[src/rtl/aes_pkg.sv]
// aes_pkg: shared types, constants and functions for the aes block cipher core
// depends on nothing; used by the core, aes_ctrl and aes_dp
package aes_pkg;

  localparam int unsigned MaxRoundWords = 60;
  localparam int unsigned StoreDepth    = 2 * MaxRoundWords;
  localparam int unsigned AddrW         = $clog2(StoreDepth);

  // configuration register indexes
  localparam logic [2:0] REG_KEY0 = 3'd0;
  localparam logic [2:0] REG_KEY1 = 3'd1;
  localparam logic [2:0] REG_KEY2 = 3'd2;
  localparam logic [2:0] REG_KEY3 = 3'd3;
  localparam logic [2:0] REG_KLEN = 3'd4;
  localparam logic [2:0] REG_MODE = 3'd5;
  localparam logic [2:0] REG_IVH  = 3'd6;
  localparam logic [2:0] REG_IVL  = 3'd7;

  typedef enum logic [3:0] {
    ST_IDLE,
    ST_KEXP_RD,
    ST_KEXP_WAIT,
    ST_KEXP_WR,
    ST_INV_RD,
    ST_INV_WAIT,
    ST_INV_WR,
    ST_LOAD,
    ST_RK_WAIT,
    ST_ROUND,
    ST_OUT
  } aes_state_e;

  // controller to datapath
  typedef struct packed {
    logic start_kexp;  // clear word counters and round constant
    logic kexp_rd;     // read of w[i-nk]; w[i-1] is held in a register
    logic kexp_wr;     // write w[i], advance
    logic inv_rd;      // issue read of forward word
    logic inv_wr;      // write inverse word, advance
    logic load;        // capture input item and start a block
    logic rk_rd;       // read round key for current round
    logic round;       // apply one round
    logic out_load;    // move result into output register
  } aes_cmd_t;

  // datapath to controller
  typedef struct packed {
    logic kexp_done;
    logic inv_done;
    logic last_word;   // current round key word is the last of its group
    logic last_round;
  } aes_stat_t;

  function automatic logic [7:0] sbox(input logic [7:0] a);
    logic [7:0] t [256];
    t = '{
      8'h63,8'h7c,8'h77,8'h7b,8'hf2,8'h6b,8'h6f,8'hc5,8'h30,8'h01,8'h67,8'h2b,8'hfe,8'hd7,8'hab,8'h76,
      8'hca,8'h82,8'hc9,8'h7d,8'hfa,8'h59,8'h47,8'hf0,8'had,8'hd4,8'ha2,8'haf,8'h9c,8'ha4,8'h72,8'hc0,
      8'hb7,8'hfd,8'h93,8'h26,8'h36,8'h3f,8'hf7,8'hcc,8'h34,8'ha5,8'he5,8'hf1,8'h71,8'hd8,8'h31,8'h15,
      8'h04,8'hc7,8'h23,8'hc3,8'h18,8'h96,8'h05,8'h9a,8'h07,8'h12,8'h80,8'he2,8'heb,8'h27,8'hb2,8'h75,
      8'h09,8'h83,8'h2c,8'h1a,8'h1b,8'h6e,8'h5a,8'ha0,8'h52,8'h3b,8'hd6,8'hb3,8'h29,8'he3,8'h2f,8'h84,
      8'h53,8'hd1,8'h00,8'hed,8'h20,8'hfc,8'hb1,8'h5b,8'h6a,8'hcb,8'hbe,8'h39,8'h4a,8'h4c,8'h58,8'hcf,
      8'hd0,8'hef,8'haa,8'hfb,8'h43,8'h4d,8'h33,8'h85,8'h45,8'hf9,8'h02,8'h7f,8'h50,8'h3c,8'h9f,8'ha8,
      8'h51,8'ha3,8'h40,8'h8f,8'h92,8'h9d,8'h38,8'hf5,8'hbc,8'hb6,8'hda,8'h21,8'h10,8'hff,8'hf3,8'hd2,
      8'hcd,8'h0c,8'h13,8'hec,8'h5f,8'h97,8'h44,8'h17,8'hc4,8'ha7,8'h7e,8'h3d,8'h64,8'h5d,8'h19,8'h73,
      8'h60,8'h81,8'h4f,8'hdc,8'h22,8'h2a,8'h90,8'h88,8'h46,8'hee,8'hb8,8'h14,8'hde,8'h5e,8'h0b,8'hdb,
      8'he0,8'h32,8'h3a,8'h0a,8'h49,8'h06,8'h24,8'h5c,8'hc2,8'hd3,8'hac,8'h62,8'h91,8'h95,8'he4,8'h79,
      8'he7,8'hc8,8'h37,8'h6d,8'h8d,8'hd5,8'h4e,8'ha9,8'h6c,8'h56,8'hf4,8'hea,8'h65,8'h7a,8'hae,8'h08,
      8'hba,8'h78,8'h25,8'h2e,8'h1c,8'ha6,8'hb4,8'hc6,8'he8,8'hdd,8'h74,8'h1f,8'h4b,8'hbd,8'h8b,8'h8a,
      8'h70,8'h3e,8'hb5,8'h66,8'h48,8'h03,8'hf6,8'h0e,8'h61,8'h35,8'h57,8'hb9,8'h86,8'hc1,8'h1d,8'h9e,
      8'he1,8'hf8,8'h98,8'h11,8'h69,8'hd9,8'h8e,8'h94,8'h9b,8'h1e,8'h87,8'he9,8'hce,8'h55,8'h28,8'hdf,
      8'h8c,8'ha1,8'h89,8'h0d,8'hbf,8'he6,8'h42,8'h68,8'h41,8'h99,8'h2d,8'h0f,8'hb0,8'h54,8'hbb,8'h16
    };
    return t[a];
  endfunction

  function automatic logic [7:0] inv_sbox(input logic [7:0] a);
    logic [7:0] t [256];
    t = '{
      8'h52,8'h09,8'h6a,8'hd5,8'h30,8'h36,8'ha5,8'h38,8'hbf,8'h40,8'ha3,8'h9e,8'h81,8'hf3,8'hd7,8'hfb,
      8'h7c,8'he3,8'h39,8'h82,8'h9b,8'h2f,8'hff,8'h87,8'h34,8'h8e,8'h43,8'h44,8'hc4,8'hde,8'he9,8'hcb,
      8'h54,8'h7b,8'h94,8'h32,8'ha6,8'hc2,8'h23,8'h3d,8'hee,8'h4c,8'h95,8'h0b,8'h42,8'hfa,8'hc3,8'h4e,
      8'h08,8'h2e,8'ha1,8'h66,8'h28,8'hd9,8'h24,8'hb2,8'h76,8'h5b,8'ha2,8'h49,8'h6d,8'h8b,8'hd1,8'h25,
      8'h72,8'hf8,8'hf6,8'h64,8'h86,8'h68,8'h98,8'h16,8'hd4,8'ha4,8'h5c,8'hcc,8'h5d,8'h65,8'hb6,8'h92,
      8'h6c,8'h70,8'h48,8'h50,8'hfd,8'hed,8'hb9,8'hda,8'h5e,8'h15,8'h46,8'h57,8'ha7,8'h8d,8'h9d,8'h84,
      8'h90,8'hd8,8'hab,8'h00,8'h8c,8'hbc,8'hd3,8'h0a,8'hf7,8'he4,8'h58,8'h05,8'hb8,8'hb3,8'h45,8'h06,
      8'hd0,8'h2c,8'h1e,8'h8f,8'hca,8'h3f,8'h0f,8'h02,8'hc1,8'haf,8'hbd,8'h03,8'h01,8'h13,8'h8a,8'h6b,
      8'h3a,8'h91,8'h11,8'h41,8'h4f,8'h67,8'hdc,8'hea,8'h97,8'hf2,8'hcf,8'hce,8'hf0,8'hb4,8'he6,8'h73,
      8'h96,8'hac,8'h74,8'h22,8'he7,8'had,8'h35,8'h85,8'he2,8'hf9,8'h37,8'he8,8'h1c,8'h75,8'hdf,8'h6e,
      8'h47,8'hf1,8'h1a,8'h71,8'h1d,8'h29,8'hc5,8'h89,8'h6f,8'hb7,8'h62,8'h0e,8'haa,8'h18,8'hbe,8'h1b,
      8'hfc,8'h56,8'h3e,8'h4b,8'hc6,8'hd2,8'h79,8'h20,8'h9a,8'hdb,8'hc0,8'hfe,8'h78,8'hcd,8'h5a,8'hf4,
      8'h1f,8'hdd,8'ha8,8'h33,8'h88,8'h07,8'hc7,8'h31,8'hb1,8'h12,8'h10,8'h59,8'h27,8'h80,8'hec,8'h5f,
      8'h60,8'h51,8'h7f,8'ha9,8'h19,8'hb5,8'h4a,8'h0d,8'h2d,8'he5,8'h7a,8'h9f,8'h93,8'hc9,8'h9c,8'hef,
      8'ha0,8'he0,8'h3b,8'h4d,8'hae,8'h2a,8'hf5,8'hb0,8'hc8,8'heb,8'hbb,8'h3c,8'h83,8'h53,8'h99,8'h61,
      8'h17,8'h2b,8'h04,8'h7e,8'hba,8'h77,8'hd6,8'h26,8'he1,8'h69,8'h14,8'h63,8'h55,8'h21,8'h0c,8'h7d
    };
    return t[a];
  endfunction

  function automatic logic [7:0] xtime(input logic [7:0] b);
    return {b[6:0], 1'b0} ^ (b[7] ? 8'h1b : 8'h00);
  endfunction

  function automatic logic [31:0] sub_word(input logic [31:0] w);
    return {sbox(w[31:24]), sbox(w[23:16]), sbox(w[15:8]), sbox(w[7:0])};
  endfunction

  // forward mix of one column
  function automatic logic [31:0] mix_col(input logic [31:0] w);
    logic [7:0] a0, a1, a2, a3;
    a0 = w[31:24]; a1 = w[23:16]; a2 = w[15:8]; a3 = w[7:0];
    return {xtime(a0) ^ xtime(a1) ^ a1 ^ a2 ^ a3,
            a0 ^ xtime(a1) ^ xtime(a2) ^ a2 ^ a3,
            a0 ^ a1 ^ xtime(a2) ^ xtime(a3) ^ a3,
            xtime(a0) ^ a0 ^ a1 ^ a2 ^ xtime(a3)};
  endfunction

  // inverse mix of one column
  function automatic logic [31:0] inv_mix_col(input logic [31:0] w);
    logic [7:0] a [4];
    logic [7:0] x2 [4];
    logic [7:0] x4 [4];
    logic [7:0] x8 [4];
    logic [7:0] m9 [4];
    logic [7:0] mb [4];
    logic [7:0] md [4];
    logic [7:0] me [4];
    a[0] = w[31:24]; a[1] = w[23:16]; a[2] = w[15:8]; a[3] = w[7:0];
    for (int k = 0; k < 4; k++) begin
      x2[k] = xtime(a[k]);
      x4[k] = xtime(x2[k]);
      x8[k] = xtime(x4[k]);
      m9[k] = x8[k] ^ a[k];
      mb[k] = x8[k] ^ x2[k] ^ a[k];
      md[k] = x8[k] ^ x4[k] ^ a[k];
      me[k] = x8[k] ^ x4[k] ^ x2[k];
    end
    return {me[0] ^ mb[1] ^ md[2] ^ m9[3],
            m9[0] ^ me[1] ^ mb[2] ^ md[3],
            md[0] ^ m9[1] ^ me[2] ^ mb[3],
            mb[0] ^ md[1] ^ m9[2] ^ me[3]};
  endfunction

endpackage

[src/rtl/aes_ctrl.sv]
// aes_ctrl: controller state machine for key expansion and block rounds
// depends on aes_pkg
module aes_ctrl (
  input  logic               clk_i,
  input  logic               rst_ni,
  input  logic               in_valid_i,
  output logic               in_ready_o,
  input  logic               out_valid_i,
  input  logic               out_ready_i,
  input  logic               sched_ready_i,
  input  aes_pkg::aes_stat_t stat_i,
  output aes_pkg::aes_cmd_t  cmd_o
);
  import aes_pkg::*;

  aes_state_e state_q, state_d;

  always_ff @(posedge clk_i or negedge rst_ni) begin
    if (!rst_ni) begin
      state_q <= ST_IDLE;
    end else begin
      state_q <= state_d;
    end
  end

  // next state
  always_comb begin
    state_d = state_q;
    unique case (state_q)
      ST_IDLE: begin
        if (in_valid_i) begin
          state_d = sched_ready_i ? ST_LOAD : ST_KEXP_RD;
        end
      end
      ST_KEXP_RD:   state_d = ST_KEXP_WAIT;
      ST_KEXP_WAIT: state_d = ST_KEXP_WR;
      ST_KEXP_WR:   state_d = stat_i.kexp_done ? ST_INV_RD : ST_KEXP_RD;
      ST_INV_RD:    state_d = ST_INV_WAIT;
      ST_INV_WAIT:  state_d = ST_INV_WR;
      ST_INV_WR:    state_d = stat_i.inv_done ? ST_LOAD : ST_INV_RD;
      ST_LOAD:      state_d = ST_RK_WAIT;
      ST_RK_WAIT:   state_d = stat_i.last_word ? ST_ROUND : ST_RK_WAIT;
      ST_ROUND:     state_d = stat_i.last_round ? ST_OUT : ST_RK_WAIT;
      ST_OUT: begin
        if (!out_valid_i || out_ready_i) begin
          state_d = ST_IDLE;
        end
      end
      default:      state_d = ST_IDLE;
    endcase
  end

  // outputs
  always_comb begin
    cmd_o = '0;
    in_ready_o = 1'b0;
    unique case (state_q)
      ST_IDLE:    cmd_o.start_kexp = in_valid_i && !sched_ready_i;
      ST_KEXP_RD: cmd_o.kexp_rd = 1'b1;
      ST_KEXP_WR: cmd_o.kexp_wr = 1'b1;
      // keep the forward word address until the write
      ST_INV_RD, ST_INV_WAIT: cmd_o.inv_rd = 1'b1;
      ST_INV_WR:  cmd_o.inv_wr = 1'b1;
      ST_LOAD: begin
        cmd_o.load = 1'b1;
        in_ready_o = 1'b1;
      end
      ST_RK_WAIT: cmd_o.rk_rd = 1'b1;
      ST_ROUND:   cmd_o.round = 1'b1;
      ST_OUT:     cmd_o.out_load = !out_valid_i || out_ready_i;
      default: ;
    endcase
  end
endmodule

[config.mk]
export PLATFORM = sky130hd
export DESIGN_NAME = aes_ctrl
export DESIGN_NICKNAME = d
export VERILOG_FILES = /design/src/rtl/aes_pkg.sv /design/src/rtl/aes_ctrl.sv
export SDC_FILE = /design/constraint.sdc
export NUM_CORES = 1
export LEC_CHECK = 0
export BUFFER_PORTS_ARGS = -buffer_cell sky130_fd_sc_hd__buf_4
export CAP_MARGIN = 25
export CORE_AREA = 2 2 39 41
export CTS_BUF_LIST = sky130_fd_sc_hd__clkbuf_8
export DETAILED_ROUTE_END_ITERATION = 12
export DIE_AREA = 0 0 41 43
export GPL_ROUTABILITY_DRIVEN = 0
export GPL_TIMING_DRIVEN = 0
export SLEW_MARGIN = 20
export SYNTH_ARGS = -nofsm -noshare
export SYNTH_HDL_FRONTEND = slang
export SYNTH_SLANG_ARGS = --single-unit
[constraint.sdc]
create_clock -name clk_i -period 1.7 [get_ports clk_i]
set_clock_uncertainty 0.2 [all_clocks]
set_input_delay 0 -clock clk_i [delete_from_list [all_inputs] [get_ports clk_i]]
set_output_delay 0 -clock clk_i [all_outputs]
set_load 0.02 [all_outputs]
==> out/results.tsv <==
stage	metric	value	unit
synthesis	post-synthesis cell type count	26	
critical_path	CP max stage delay	0.35	ns
critical_path	CP startpoint	state_q[3]	
layout	nets@finish	88	
floorplan	Die X	41	um
global_routing	global route overflow	0	
power_and_ir_drop	Gate power share	69.6	%
synthesis	Synth Cell Area	407	um^2
synthesis	post-synthesis area per instance	8.30	um^2
layout	Filler cells	129	
timing	Hold Vio Cnt, Final	0	
critical_path	cell family with most CP delay	buffers and inverters	
layout	area delta synth->final	62.5	%
detailed_routing	WL/cell	11.3	um
power_and_ir_drop	Clock power frac	16.4	%
floorplan	Starting Density	29.4	%
clock_network	# clock sinks	4	
power_and_ir_drop	Pwr Density	1840	nW/um^2
critical_path	CP Class	reg -> out	
timing	slew margin rel.	84.3	%
floorplan	Site Rows	14	
clock_network	Clock Tree Root	clkbuf_8	
global_routing	initial antenna violation count	0	
global_routing	first-pass GRT wire length	1.62	mm
critical_path	Slowest-stage cell, CP	dfrtp_1	
clock_network	CTS tree	yes	
critical_path	worst path bufs/invs	4	
clock_network	clock transition at the registers of the reported paths	0.03	ns
timing	Max Slew Vio Count	0	
layout	multi-input logic area	250	um^2
power_and_ir_drop	largest vdd supply drop	0.654	mV
detailed_routing	routed vias/inst	4.84	
timing	RSZ-0062 raised after global routing	no	
timing	max frequency	618	MHz
critical_path	Critical R2R Launch	state_q[2]	
clock_network	number of H-tree levels	1	
global_routing	vias in the first global route	414	
layout	commonest non-fill, non-tap cell in the layout	buf_4	
placed_design	pre-CTS WS	0.320	ns
layout	share of cells above drive strength 1	46.1	%
synthesis	#FFs+latches synth	4	
timing	Final period util	95.2	%
flow_run	Max-Cap Viols	0	
timing	Final WS setup	0.0814	ns
detailed_routing	vias	445	
synthesis	Post-synth top flop	dfrtp_1	
synthesis	Mapped Cells	49	
layout	commonest non-fill, non-tap cells in the layout	buf_4 (21), nor2_1 (6), dlygate4sd3_1 (5)	
critical_path	required time worst endpoint	1.50	ns
synthesis	Async SR Flop Fraction	100	%
synthesis	yosys warns	0	
power_and_ir_drop	register share of total power	14.0	%
synthesis	number of enable flip-flop cells after synthesis	0	
floorplan	die height	43	um
power_and_ir_drop	Psw	0.000542	W
layout	max reg flops	4	
placed_design	hpwl dp	750	um
clock_network	clk buf depth	2	
critical_path	crit path DAT	1.42	ns
critical_path	crit path max fanout	9	
min_path	hold_sp	stat_i[1]	
synthesis	Syn Nets	59	
floorplan	I/O Pins	20	
timing	post-route minimum period	1.62	ns
clock_network	clock buffer count from CTS	3	
layout	ANT cells	0	
min_path	min-delay worst type	in -> reg	
timing	setup violators final	0	
clock_network	post-CTS sizing	0	
critical_path	most used cell, CP	buf_4	
global_routing	largest net degree at the start of global routing	11	
timing	Worst Tran Pin Value	0.235	ns
critical_path	Critical Path Sink Type	output port	
detailed_routing	DRC	0	
power_and_ir_drop	Pint	0.000677	W
detailed_routing	post-route ant nets	0	
power_and_ir_drop	leakage power	0.303	nW
floorplan	Die ar.	1760	um^2
detailed_routing	Iter 0 DRT Violations	10	
layout	FF+latch area	100	um^2
clock_network	post-CTS setup buffer count	0	
placed_design	buffers added on ports	19	
critical_path	critical path launch point type	register	
detailed_routing	TritonRoute pass-1 iters	4	
clock_network	hold_buf cts	5	
layout	top flop regs	state_q: 4 flops	
clock_network	worst skew pair latency	0.22	ns
synthesis	sequential fraction of the synthesis area	24.6	%
power_and_ir_drop	switching part of the total power	44.5	%
detailed_routing	total wire length	1.04	mm
layout	Most flops, register	state_q	
timing	Sum Neg Setup Slack	0	ns
floorplan	core footprint	1380	um^2
global_routing	GRT Total Usage	13.1	%
critical_path	critical path cell sequence	buf_4, inv_1, nand2_1, nor2_1, buf_4, buf_4	
status	status	complete, no violations	
==> power by group through the flow <==
stage / Sequential, W / Clock (W) / Combinational, W
after floorplan: 0.000166 / 0 / 0.000637
after global placement: 0.000171 / 0 / 0.000840
after detailed placement: 0.000171 / 0 / 0.000840
after CTS: 0.000171 / 0.000204 / 0.000854
after global routing: 0.000174 / 0.000206 / 0.000916
final: 0.000171 / 0.000200 / 0.000848
==> cell families after synthesis <==
group / synth area share, %
AO/OA/AOI/OAI: 21.8
buffers and inverters: 13.8
flip-flops: 24.6
AND/OR/NAND/NOR: 39.7
==> through the flow <==
step	utilization (%)	hold slack, ns	total power (W)	instance area, um^2	instances
2_1_floorplan	-	-0.496	0.000802	407	49
3_3_place_gp	41.1	-0.405	0.00101	569	84
3_5_place_dp	41.1	-0.402	0.00101	569	84
4_1_cts	47.7	0.0413	0.00123	661	92
5_1_grt	47.7	0.0734	0.00130	661	92
6_report	47.7	0.0353	0.00122	661	92
==> cell type report <==
class	instances	area share, %
clock buffer	3	6.25
timing repair buffer	24	29.2
inverter	2	1.14
multi-input combinational	38	37.9
tap	16	3.03
buffer	5	7.39
sequential	4	15.2
==> final timing paths <==
check                        endpoint  slack (ns)  cells after the start
max in group asynchronous  state_q[2]        0.65                      3
min                        state_q[0]        0.04                      5
min reg2reg                state_q[2]        0.36                      2
min in group asynchronous  state_q[1]        0.48                      3
max                          cmd_o[3]        0.08                      6
max reg2reg                state_q[1]        0.30                      5
==> cell usage after synthesis, types with 2 or more instances <==
master | n | area share, %
nand2_1 | 4 | 3.7
nor3_1 | 4 | 4.9
buf_6 | 3 | 8.3
o21ai_0 | 2 | 2.5
a21oi_1 | 3 | 3.7
dfrtp_1 | 4 | 25
buf_4 | 2 | 3.7
nor2_1 | 6 | 5.5
nand2b_1 | 4 | 6.2
==> worst min-delay path, cell delays in order <==
cell      delay [ns]
buf_4           0.11
nand2b_1        0.06
a211oi_1        0.07
a31oi_1         0.13
nor2_1          0.05
==> layer usage <==
metal	vias to the layer above	track usage (%)	wire [um]
li1	223	-	-
met1	213	15.8	424
met2	7	21.6	576
met3	2	1.57	31
met4	0	6.00	12
met5	-	0	0
No activity file was read; power rests on OpenSTA's default activity.
